===== config.mk =====
export PLATFORM = sky130hd
export DESIGN_NAME = wgs_ctrl
export DESIGN_NICKNAME = d
export VERILOG_FILES = /design/src/hdl/wgs_pkg.sv /design/src/hdl/wgs_ctrl.sv
export SDC_FILE = /design/constraint.sdc
export NUM_CORES = 1
export LEC_CHECK = 0
export BUFFER_PORTS_ARGS = -buffer_cell sky130_fd_sc_hd__buf_4
export CAP_MARGIN = 20
export CORE_ASPECT_RATIO = 1.1
export CORE_MARGIN = 5
export CORE_UTILIZATION = 37
export CTS_CLUSTER_DIAMETER = 80
export DETAILED_ROUTE_END_ITERATION = 10
export SLEW_MARGIN = 20
export SYNTH_ARGS = -nofsm -noshare
export SYNTH_HDL_FRONTEND = slang
export SYNTH_SLANG_ARGS = --single-unit

===== constraint.sdc =====
create_clock -name clk -period 11.73 [get_ports clk]
set_input_delay 2.346 -clock clk [delete_from_list [all_inputs] [get_ports clk]]
set_output_delay 2.346 -clock clk [all_outputs]
set_load 0.1 [all_outputs]

===== src/hdl/wgs_pkg.sv =====
// waypoint goal sequencer package: command and cause codes, register
// indexes, reset values and the result descriptor shared by the modules
// no dependencies
`timescale 1ns / 1ps

package wgs_pkg;

  localparam int WGS_MAX_WAYPOINTS = 64;
  localparam int WGS_COORD_WIDTH   = 32;

  localparam int WGS_GOAL_W  = 32;
  localparam int WGS_SLOT_W  = 6;
  localparam int WGS_COUNT_W = 7;
  localparam int WGS_TOL_W   = 16;

  typedef enum logic [1:0] {
    CMD_LOAD   = 2'd0,
    CMD_SAMPLE = 2'd1,
    CMD_START  = 2'd2
  } cmd_t;

  typedef enum logic [1:0] {
    CAUSE_START   = 2'd0,
    CAUSE_ADVANCE = 2'd1,
    CAUSE_RESEND  = 2'd2
  } cause_t;

  typedef enum logic [1:0] {
    REG_TARGET_COUNT    = 2'd0,
    REG_REACH_TOLERANCE = 2'd1,
    REG_STALL_TOLERANCE = 2'd2,
    REG_MOVE_THRESHOLD  = 2'd3
  } reg_idx_t;

  localparam logic [WGS_COUNT_W-1:0] RST_TARGET_COUNT    = 7'd1;
  localparam logic [WGS_TOL_W-1:0]   RST_REACH_TOLERANCE = 16'd1311;
  localparam logic [WGS_TOL_W-1:0]   RST_STALL_TOLERANCE = 16'd6554;
  localparam logic [WGS_TOL_W-1:0]   RST_MOVE_THRESHOLD  = 16'd3277;

  // result candidate leaving the control stage
  typedef struct packed {
    logic                  fixed;
    logic                  resend;
    logic [WGS_GOAL_W-1:0] goal_x;
    logic [WGS_GOAL_W-1:0] goal_y;
    logic [WGS_GOAL_W-1:0] goal_z;
    logic [WGS_SLOT_W-1:0] slot;
    cause_t                cause;
  } wgs_res_t;

endpackage


===== src/hdl/wgs_ctrl.sv =====
// control stage: goal, slot index and pose registers, arrival and far
// tests, table write and prefetch address
// depends on wgs_pkg
`timescale 1ns / 1ps

module wgs_ctrl
  import wgs_pkg::*;
#(
  parameter int MAX_WAYPOINTS = WGS_MAX_WAYPOINTS,
  parameter int COORD_WIDTH   = WGS_COORD_WIDTH
) (
  input  logic                             clk,
  input  logic                             rst_n,
  input  logic                             accept,
  input  logic [1:0]                       command,
  input  logic [WGS_SLOT_W-1:0]            slot,
  input  logic signed [COORD_WIDTH-1:0]    pos_x,
  input  logic signed [COORD_WIDTH-1:0]    pos_y,
  input  logic signed [COORD_WIDTH-1:0]    pos_z,
  input  logic [WGS_COUNT_W-1:0]           target_count,
  input  logic [WGS_TOL_W-1:0]             reach_tol,
  input  logic [WGS_TOL_W-1:0]             stall_tol,
  output logic                             tbl_we,
  output logic [$clog2(MAX_WAYPOINTS)-1:0] tbl_waddr,
  output logic [3*COORD_WIDTH-1:0]         tbl_wdata,
  output logic [$clog2(MAX_WAYPOINTS)-1:0] tbl_raddr,
  input  logic [3*COORD_WIDTH-1:0]         pf_next,
  input  logic [3*COORD_WIDTH-1:0]         pf_first,
  output logic                             push,
  output wgs_res_t                         res,
  output logic signed [COORD_WIDTH:0]      dx,
  output logic signed [COORD_WIDTH:0]      dy,
  output logic signed [COORD_WIDTH:0]      dz
);

  localparam int AW = $clog2(MAX_WAYPOINTS);
  localparam int CW = COORD_WIDTH;
  localparam int E  = COORD_WIDTH + 1;

  logic signed [CW-1:0]    goal_x_r, goal_y_r, goal_z_r;
  logic signed [CW-1:0]    goal_x_nxt, goal_y_nxt, goal_z_nxt;
  logic signed [CW-1:0]    last_x_r, last_y_r, last_z_r;
  logic signed [CW-1:0]    last_x_nxt, last_y_nxt, last_z_nxt;
  logic [WGS_COUNT_W-1:0]  next_slot_r, next_slot_nxt;
  logic                    running_r, running_nxt;

  logic [WGS_COUNT_W-1:0]  cnt;
  logic signed [CW-1:0]    nx, ny, nz, fx, fy, fz;
  logic signed [E-1:0]     ex, ey, ez;
  logic signed [E-1:0]     rt, st;
  logic                    reached, far, adv, resend_ok;
  logic [WGS_SLOT_W-1:0]   prev_slot;

  assign nx = signed'(pf_next[CW-1:0]);
  assign ny = signed'(pf_next[2*CW-1:CW]);
  assign nz = signed'(pf_next[3*CW-1:2*CW]);
  assign fx = signed'(pf_first[CW-1:0]);
  assign fy = signed'(pf_first[2*CW-1:CW]);
  assign fz = signed'(pf_first[3*CW-1:2*CW]);

  assign ex = E'(goal_x_r) - E'(pos_x);
  assign ey = E'(goal_y_r) - E'(pos_y);
  assign ez = E'(goal_z_r) - E'(pos_z);
  assign dx = E'(pos_x) - E'(last_x_r);
  assign dy = E'(pos_y) - E'(last_y_r);
  assign dz = E'(pos_z) - E'(last_z_r);

  assign rt = signed'(E'(reach_tol));
  assign st = signed'(E'(stall_tol));

  always_comb begin
    if (target_count == '0) begin
      cnt = 7'd1;
    end else if (32'(target_count) > MAX_WAYPOINTS) begin
      cnt = WGS_COUNT_W'(MAX_WAYPOINTS);
    end else begin
      cnt = target_count;
    end
  end

  assign reached = (ex < rt) && (ex > -rt) && (ey < rt) && (ey > -rt) &&
                   (ez < rt) && (ez > -rt);
  assign far = (ex >= st) || (ex <= -st) || (ey >= st) || (ey <= -st) ||
               (ez >= st) || (ez <= -st);
  assign adv = reached && (next_slot_r < cnt) && (32'(next_slot_r) < MAX_WAYPOINTS);
  assign resend_ok = far && (next_slot_r <= cnt);
  assign prev_slot = (next_slot_r == '0) ? '0 : WGS_SLOT_W'(next_slot_r - 7'd1);

  assign tbl_we    = accept && (command == CMD_LOAD) && (32'(slot) < MAX_WAYPOINTS);
  assign tbl_waddr = AW'(slot);
  assign tbl_wdata = {pos_z, pos_y, pos_x};
  assign tbl_raddr = AW'(next_slot_nxt);

  always_comb begin
    goal_x_nxt    = goal_x_r;
    goal_y_nxt    = goal_y_r;
    goal_z_nxt    = goal_z_r;
    last_x_nxt    = last_x_r;
    last_y_nxt    = last_y_r;
    last_z_nxt    = last_z_r;
    next_slot_nxt = next_slot_r;
    running_nxt   = running_r;
    push          = 1'b0;
    res.fixed     = 1'b0;
    res.resend    = 1'b0;
    res.goal_x    = WGS_GOAL_W'(goal_x_r);
    res.goal_y    = WGS_GOAL_W'(goal_y_r);
    res.goal_z    = WGS_GOAL_W'(goal_z_r);
    res.slot      = prev_slot;
    res.cause     = CAUSE_RESEND;
    if (accept) begin
      case (command)
        CMD_START: begin
          goal_x_nxt    = fx;
          goal_y_nxt    = fy;
          goal_z_nxt    = fz;
          last_x_nxt    = '0;
          last_y_nxt    = '0;
          last_z_nxt    = '0;
          next_slot_nxt = 7'd1;
          running_nxt   = 1'b1;
          push          = 1'b1;
          res.fixed     = 1'b1;
          res.goal_x    = WGS_GOAL_W'(fx);
          res.goal_y    = WGS_GOAL_W'(fy);
          res.goal_z    = WGS_GOAL_W'(fz);
          res.slot      = '0;
          res.cause     = CAUSE_START;
        end
        CMD_SAMPLE: begin
          if (running_r) begin
            last_x_nxt = pos_x;
            last_y_nxt = pos_y;
            last_z_nxt = pos_z;
            if (adv) begin
              goal_x_nxt    = nx;
              goal_y_nxt    = ny;
              goal_z_nxt    = nz;
              next_slot_nxt = next_slot_r + 7'd1;
              push          = 1'b1;
              res.fixed     = 1'b1;
              res.goal_x    = WGS_GOAL_W'(nx);
              res.goal_y    = WGS_GOAL_W'(ny);
              res.goal_z    = WGS_GOAL_W'(nz);
              res.slot      = next_slot_r[WGS_SLOT_W-1:0];
              res.cause     = CAUSE_ADVANCE;
            end else if (resend_ok) begin
              push       = 1'b1;
              res.resend = 1'b1;
            end
          end
        end
        default: begin
        end
      endcase
    end
  end

  always_ff @(posedge clk) begin
    if (!rst_n) begin
      goal_x_r    <= '0;
      goal_y_r    <= '0;
      goal_z_r    <= '0;
      last_x_r    <= '0;
      last_y_r    <= '0;
      last_z_r    <= '0;
      next_slot_r <= '0;
      running_r   <= 1'b0;
    end else begin
      goal_x_r    <= goal_x_nxt;
      goal_y_r    <= goal_y_nxt;
      goal_z_r    <= goal_z_nxt;
      last_x_r    <= last_x_nxt;
      last_y_r    <= last_y_nxt;
      last_z_r    <= last_z_nxt;
      next_slot_r <= next_slot_nxt;
      running_r   <= running_nxt;
    end
  end

endmodule


==> key figures, run 1 <==
Clocking
  • Root Buffer: clkbuf_16
  • Post-CTS setup buffers: 0
  • CTS Buffer Depth: 2
  • CTS Buf Count: 17
  • Post-cts gate resize count: 0
  • CTS tree: yes
  • Clock transition at the registers of the reported paths: 0.08 ns
  • H-tree Lvls: 4
  • Worst-skew pair later-pin latency: 0.50 ns
  • Clock sink total: 200
  • Post-CTS Hold Buffers: 0

Synth
  • Post-synth net total: 4661
  • Synthesized area per cell: ~7.6 µm²
  • Count of cell types in the netlist: 83
  • Post-synthesis sequential area ratio: 0.139
  • Post-synth EDFFs: 0
  • Mapped Area: 28900 µm²
  • Ys flop type: dfxtp_1
  • Ys async rst share: 0
  • Syn Inst Count: roughly 3.8k
  • Synth Warn #: 0
  • Post-synthesis register bit count: 200

Global route
  • Number of global-route vias before repair: 28.2k
  • Total grt overflow: 0
  • GRT Total Usage: 0.249
  • Initial antenna violation count: 4
  • Largest net degree at the start of global routing: 104
  • First-pass GRT wire length: 167000 µm

Detailed routing
  • Final ANT Viol Nets: 0
  • Drt drc: 0
  • Routed len/inst: 20.9 µm
  • 1st-iter DRT viols: 2225
  • DRT Pass-1 Iters: 8
  • Total Wirelength: between 100000 and 150000 µm
  • Via count: 29.9k
  • Via density: 5.58

Die
  • Die Wd: 276 µm
  • I/O pin count: around 650
  • Die height: 303 µm
  • Rows: 107
  • Starting density of the core: 0.373
  • CORE AREA: slightly below 80000 µm²
  • Die footprint: 83700 µm²

STA
  • Tmin final: around 11 ns
  • Max Freq: 0.0876 GHz
  • # setup viols final: 0
  • RSZ-0062 raised after global routing: false
  • Setup_tns: 0 ns
  • Rel. slew slack: 0.228
  • Pins Over Slew Limit: 0
  • Final setup margin: 0.319 ns
  • Final-report hold violation count: 0
  • Slew @ Worst Pin: 1.15 ns
  • Final worst-path cycle share: 0.973
  • Post-Route Skew: between 0.015 and 0.02 ns

Worst setup path
  • Critical-path top delay cell: nor4_1
  • Worst Path Required: approximately 9.4 ns
  • Nature of the critical path startpoint: primary input
  • Crit path max-delay family: simple AND/OR/NAND/NOR gates
  • CP bufs+invs: 4
  • Crit path largest cell delay: between 0.6 and 0.7 ns
  • Worst Setup End Kind: output port
  • Worst path cell trace: buf_4 -> ha_1 -> inv_1 -> fa_1 -> a211oi_1 -> o211ai_1 -> or4b_1 -> a31oi_1 -> a31oi_1 -> xor2_1 -> inv_1 -> ha_1 -> nand4_1 -> nor4_1 -> o21ai_0 -> a311oi_1 -> o211ai_1 -> nor4_1 -> a21oi_1 -> or2_2 -> or4_4 -> or2_0 -> a21oi_1 -> buf_6
  • Crit-path max FO: 6
  • Setup CP Type: primary input to output port
  • CP arrival: 9.07 ns

Cells and area
  • Commonest non-fill, non-tap cell in the layout: buf_4
  • Area growth from synthesis to layout: 20.7%
  • Commonest non-fill, non-tap cells in the layout: buf_4 (700), ha_1 (496), inv_1 (411)
  • Final Util: 0.450
  • Share of layout cells above drive strength 1: 0.182
  • Final #Nets: 5141
  • Fillcell total: 8043

Placement
  • Port bufs: between 600 and 700
  • Placer Congestion: 1.04
  • DP Wirelength: 93500 µm
  • Dpl ws: 0.392 ns

Pwr
  • Leakage power: 16.8 nW
  • VDD IR max: 100 µV
  • Pwr Density: 92.8 nW/µm²

Run
  • # Max-Cap Violations: 0

Outcome
  • Status: completed

Worst hold path
  • Hold WC Path Type: flip-flop to flip-flop
[worst reg2reg max path: stages (launching register included)]
cell and delay [ns]:
dfxtp_1 0.34, inv_1 0.09, ha_1 0.21, inv_1 0.07
fa_1 0.24, a211oi_1 0.12, o211ai_1 0.25, or4b_1 0.61
a31oi_1 0.41, a31oi_1 0.17, xor2_1 0.21, inv_1 0.10
ha_1 0.33, nand4_1 0.14, nor4_1 0.68, o21ai_0 0.24
a311oi_1 0.32, o211ai_1 0.15, nor4_1 0.30, a21oi_1 0.16
nor2_1 0.24, a32o_4 0.33, buf_4 0.26, buf_4 0.58
buf_4 0.57, nand2_1 0.13, o211a_1 0.14
[sequential cells by signal, indices dropped and copies added (netlist names)]
register,count
running_r,1
next_slot_r,7
goal_y_r,32
goal_x_r,32
last_y_r,32
goal_z_r,32
last_z_r,32
last_x_r,32
[stage by stage]
| step | total power, W | hold slack, ns | instances | instance area, µm² |
|---|---|---|---|---|
| after floorplan | 0.00211 | 0.472 | 3820 | 28900 |
| after global placement | 0.00263 | 0.480 | 5316 | 34300 |
| after detailed placement | 0.00263 | 0.489 | 5316 | 34300 |
| after CTS | 0.00325 | 0.507 | 5348 | 34800 |
| after global routing | 0.00341 | 0.535 | 5350 | 34900 |
| final | 0.00324 | 0.504 | 5350 | 34900 |
[cells by family (layout without fill, tap and decap cells)]
logic type	after synthesis	after routing	synth area share
AOI/OAI and AO/OA	1199	1199	0.282
xor gates and xnor gates	178	178	0.0540
adders and majority gates	503	503	0.220
buffers and inverters	657	1150	0.0990
DFF	200	200	0.139
muxes	103	103	0.0357
other	0	2	0
and+or+nand+nor	980	980	0.171
[layer usage]
metal,track usage,share of wire,vias to the layer above
li1,-,-,14785
met4,0.0503,0.018,4
met1,0.322,0.44,14053
met5,0,0.00020,-
met3,0.0392,0.057,116
met2,0.444,0.49,908
[where the power goes]
group / switching (W) / internal, W / leakage, nW
logic: 0.00134 / 0.000585 / 14.9
clock network: 0.000317 / 0.000279 / 0.260
registers: 0.0000202 / 0.000696 / 1.62
[cells in the mapped netlist (13+ instances only)]
| master | n | share of area |
|---|---|---|
| a2111oi_0 | 15 | 0.0045 |
| a211oi_1 | 34 | 0.0088 |
| a21o_1 | 89 | 0.023 |
| a21oi_1 | 251 | 0.044 |
| a22oi_1 | 196 | 0.051 |
| a31oi_1 | 17 | 0.0037 |
| and2_1 | 19 | 0.0041 |
| and3_1 | 23 | 0.0050 |
| buf_1 | 20 | 0.0026 |
| buf_4 | 102 | 0.027 |
| clkbuf_1 | 115 | 0.015 |
| dfxtp_1 | 200 | 0.14 |
| ha_1 | 497 | 0.22 |
| inv_1 | 411 | 0.053 |
| mux2i_1 | 102 | 0.035 |
| nand2_1 | 235 | 0.031 |
| nand2b_1 | 27 | 0.0058 |
| nand3_1 | 74 | 0.013 |
| nand4_1 | 74 | 0.016 |
| nor2_1 | 214 | 0.028 |
| nor2b_1 | 147 | 0.032 |
| nor3_1 | 50 | 0.0087 |
| nor4_1 | 44 | 0.0095 |
| o2111ai_1 | 17 | 0.0052 |
| o211a_1 | 102 | 0.035 |
| o211ai_1 | 40 | 0.010 |
| o21a_1 | 53 | 0.014 |
| o21ai_0 | 192 | 0.033 |
| o21ai_1 | 67 | 0.012 |
| o21bai_1 | 23 | 0.0060 |
| o31ai_1 | 13 | 0.0034 |
| or2_2 | 13 | 0.0028 |
| or3_1 | 17 | 0.0037 |
| xnor2_1 | 136 | 0.041 |
| xor2_1 | 42 | 0.013 |
[final cells by class]
type / count / area [µm²] / area share
antenna: 2 / 5.00 / 0.000144
clock buffer: 20 / 437 / 0.0125
clock inverter: 12 / 113 / 0.00323
inverter: 412 / 1550 / 0.0444
multi-input combinational: 2963 / 22100 / 0.634
sequential: 200 / 4000 / 0.115
tap: 1035 / 1290 / 0.0372
timing repair buffer: 706 / 5360 / 0.154
[final timing paths]
path	start	to	slack (ns)	depth (start not counted)
worst min register to register	goal_x_r[0]	goal_x_r[0]	0.50	1
worst min-delay path	goal_x_r[0]	goal_x_r[0]	0.50	1
worst max-delay path	pos_y[0]	tbl_raddr[3]	0.32	24
worst max register to register	goal_y_r[0]	goal_y_r[27]	4.28	26
Note: power is estimated with default switching activity, not from simulation.
==> run 2, diff against run 1 <==
--- a/config.mk
+++ b/config.mk
@@ -7,11 +7,14 @@
 export LEC_CHECK = 0
 export BUFFER_PORTS_ARGS = -buffer_cell sky130_fd_sc_hd__buf_4
 export CAP_MARGIN = 20
+export CELL_PAD_IN_SITES_DETAIL_PLACEMENT = 0
+export CELL_PAD_IN_SITES_GLOBAL_PLACEMENT = 1
 export CORE_ASPECT_RATIO = 1.1
 export CORE_MARGIN = 5
-export CORE_UTILIZATION = 37
+export CORE_UTILIZATION = 41
 export CTS_CLUSTER_DIAMETER = 80
 export DETAILED_ROUTE_END_ITERATION = 10
+export PLACE_DENSITY_LB_ADDON = 0.1
 export SLEW_MARGIN = 20
 export SYNTH_ARGS = -nofsm -noshare
 export SYNTH_HDL_FRONTEND = slang
==> run 2 against run 1 <==
  * Worst setup slack better by 0.32 ns
  * Register-to-register slack improved by 0.84 ns
  * Largest power group unchanged
  * Clock skew about the same
  * First-iteration DRC count fell by 17%
  * Sequential share of layout area is essentially flat
  * Design area shrank 0.36%
  * Power rose by 0.64%
  * Die area is 9.4% lower
  * Fmax increased by 2.9%
  * Combinational power hardly changed
  * Largest cell class unchanged
  * Global-route usage up 2.4 points
==> key figures, run 2 (same netlist as run 1, synthesis figures left out) <==
Global route
  • GRT Total Usage: 0.273 (+0.0238)
  • First-pass GRT wire length: 166000 µm (-0.87%)
  • Number of global-route vias before repair: 28.4k (+0.79%)
  • Largest net degree at the start of global routing: 193 (+86%)
  • Total grt overflow: 0 (unchanged)
  • Initial antenna violation count: 0 (-4)

Detailed routing
  • 1st-iter DRT viols: 1848 (-17%)
  • DRT Pass-1 Iters: 5 (-3)
  • Final ANT Viol Nets: 0 (unchanged)
  • Routed len/inst: 20.9 µm (about the same)
  • Total Wirelength: 109000 µm (-2.0%)
  • Via count: 29.7k (-0.62%)
  • Drt drc: 0 (unchanged)
  • Via density: 5.67 (+1.5%)

Pwr
  • Pwr Density: 93.7 nW/µm² (+1.0%)
  • Leakage power: 16.8 nW (-0.17%)
  • VDD IR max: 107 µV (+6.5%)

Clocking
  • Post-CTS Hold Buffers: 0 (unchanged)
  • Post-CTS setup buffers: 0 (unchanged)
  • CTS tree: yes
  • CTS Buf Count: 17 (unchanged)
  • Root Buffer: clkbuf_16
  • CTS Buffer Depth: 2 (unchanged)
  • Clock transition at the registers of the reported paths: 0.08 ns (about the same)
  • Worst-skew pair later-pin latency: 0.51 ns (about the same)
  • Clock sink total: 200 (unchanged)
  • H-tree Lvls: 4 (unchanged)
  • Post-cts gate resize count: 0 (unchanged)

Worst setup path
  • Worst Path Required: 9.38 ns (about the same)
  • Nature of the critical path startpoint: primary input
  • Reg2reg start: goal_x_r[0]
  • Worst Setup End Kind: output port
  • Flop-to-flop setup slack: 5.12 ns (+0.84 ns)
  • Crit path from: pos_x[0]
  • CP arrival: 8.75 ns (-0.32 ns)
  • Worst-case reg-to-reg path depth: 26 (unchanged)
  • CP endpoint: tbl_raddr[5]
  • Reg-to-reg endpoint: goal_z_r[31]
  • Crit-path max FO: 6 (unchanged)
  • Setup CP Type: primary input to output port

Die
  • Die footprint: 75800 µm² (-9.4%)
  • Rows: 102 (-4.7%)
  • CORE AREA: 70100 µm² (-9.5%)
  • I/O pin count: 653 (unchanged)
  • Die Wd: 263 µm (-4.8%)
  • Starting density of the core: 0.412 (+0.0390)
  • Die height: 288 µm (-4.8%)

Cells and area
  • Commonest non-fill, non-tap cell in the layout: buf_4
  • Fillcell total: 7144 (-11%)
  • Area growth from synthesis to layout: 20.3%
  • Share of layout cells above drive strength 1: 0.182 (-0.000464)
  • Final #Nets: 5130 (-0.21%)
  • Commonest non-fill, non-tap cells in the layout: buf_4 (689), ha_1 (496), inv_1 (411)

STA
  • RSZ-0062 raised after global routing: false
  • # setup viols final: 0 (unchanged)
  • Final setup margin: 0.638 ns (+0.319 ns)
  • Rel. slew slack: 0.175 (-0.0521)
  • Post-Route Skew: 0.0191 ns (+0.000461 ns)
  • Tmin final: 11.09 ns (-0.319 ns)
  • Max Freq: 0.0902 GHz (+2.9%)
  • Setup_tns: 0 ns (unchanged)
  • Final worst-path cycle share: 0.946 (-0.0272)
  • Pins Over Slew Limit: 0 (unchanged)
  • Final-report hold violation count: 0 (unchanged)
  • Slew @ Worst Pin: 1.23 ns (+0.0785 ns)

Run
  • # Max-Cap Violations: 0 (unchanged)

Worst hold path
  • Hold WC Path Type: flip-flop to flip-flop
  • Hold depth: 1 (unchanged)

Placement
  • Placer Congestion: 0.981 (-5.9%)
  • Port bufs: 640 (unchanged)
  • Dpl ws: 0.696 ns (+0.304 ns)
  • DP Wirelength: 89300 µm (-4.5%)

Outcome
  • Status: completed
run 2: metrics by stage:
step / total power (W) / hold slack, ns / cell area, µm² / utilization / instances
after floorplan: 0.00211 / 0.472 / 28900 / - / 3820
after global placement: 0.00262 / 0.481 / 34100 / 0.487 / 5206
after detailed placement: 0.00263 / 0.487 / 34100 / 0.487 / 5206
after CTS: 0.00328 / 0.507 / 34700 / 0.496 / 5238
after global routing: 0.00345 / 0.526 / 34700 / 0.496 / 5238
final: 0.00326 / 0.503 / 34700 / 0.496 / 5239
run 2: power breakdown:
| part | internal (W) | leakage, nW | switching, W | total (W) |
|---|---|---|---|---|
| logic | 0.000581 | 14.9 | 0.00133 | 0.00191 |
| clock network | 0.000288 | 0.284 | 0.000341 | 0.000629 |
| registers | 0.000696 | 1.62 | 0.0000189 | 0.000715 |
run 2: worst min-delay path by stage:
stage	startpoint	endpoint	slack [ns]
5_1_grt	goal_x_r[0]	goal_x_r[0]	0.53
3_5_place_dp	goal_y_r[0]	goal_y_r[0]	0.49
2_1_floorplan	goal_x_r[0]	goal_x_r[0]	0.47
3_3_place_gp	goal_x_r[0]	goal_x_r[0]	0.48
6_report	goal_y_r[0]	goal_y_r[0]	0.50
4_1_cts	goal_y_r[0]	goal_y_r[0]	0.51
run 2: per-layer routing:
metal,GRT usage,wire [µm],vias up
li1,-,-,14753
met4,0.0831,3030,0
met3,0.0475,6580,131
met1,0.356,48000,13956
met5,0,0,-
met2,0.464,51900,842
run 2: area by class of cell:
type,count,area [µm²],area share
multi-input combinational,2963,22100,0.637
timing repair buffer,695,5280,0.152
sequential,200,4000,0.115
inverter,412,1550,0.0445
tap,936,1170,0.0337
clock buffer,19,433,0.0125
clock inverter,13,154,0.00443
antenna,1,2.50,0.0000721
run 2: worst max-delay path, cell delays in order:
cell and delay, ns:
buf_4 0.11, ha_1 0.16, inv_1 0.05, fa_1 0.43, a211oi_1 0.29, o21ai_0 0.23
a31oi_1 0.19, buf_4 0.17, o21bai_1 0.10, a2111oi_0 0.43, or3_1 0.23, xnor2_1 0.13
ha_1 0.33, nand4_1 0.11, or2_2 0.34, nor3_1 0.28, o211ai_1 0.14, o211ai_1 0.13
a31o_2 0.19, o211ai_1 0.11, nor4_1 0.29, a21oi_1 0.14, or2_2 0.39, or4_4 0.54
or3_1 0.38, a21oi_1 0.15, buf_4 0.34
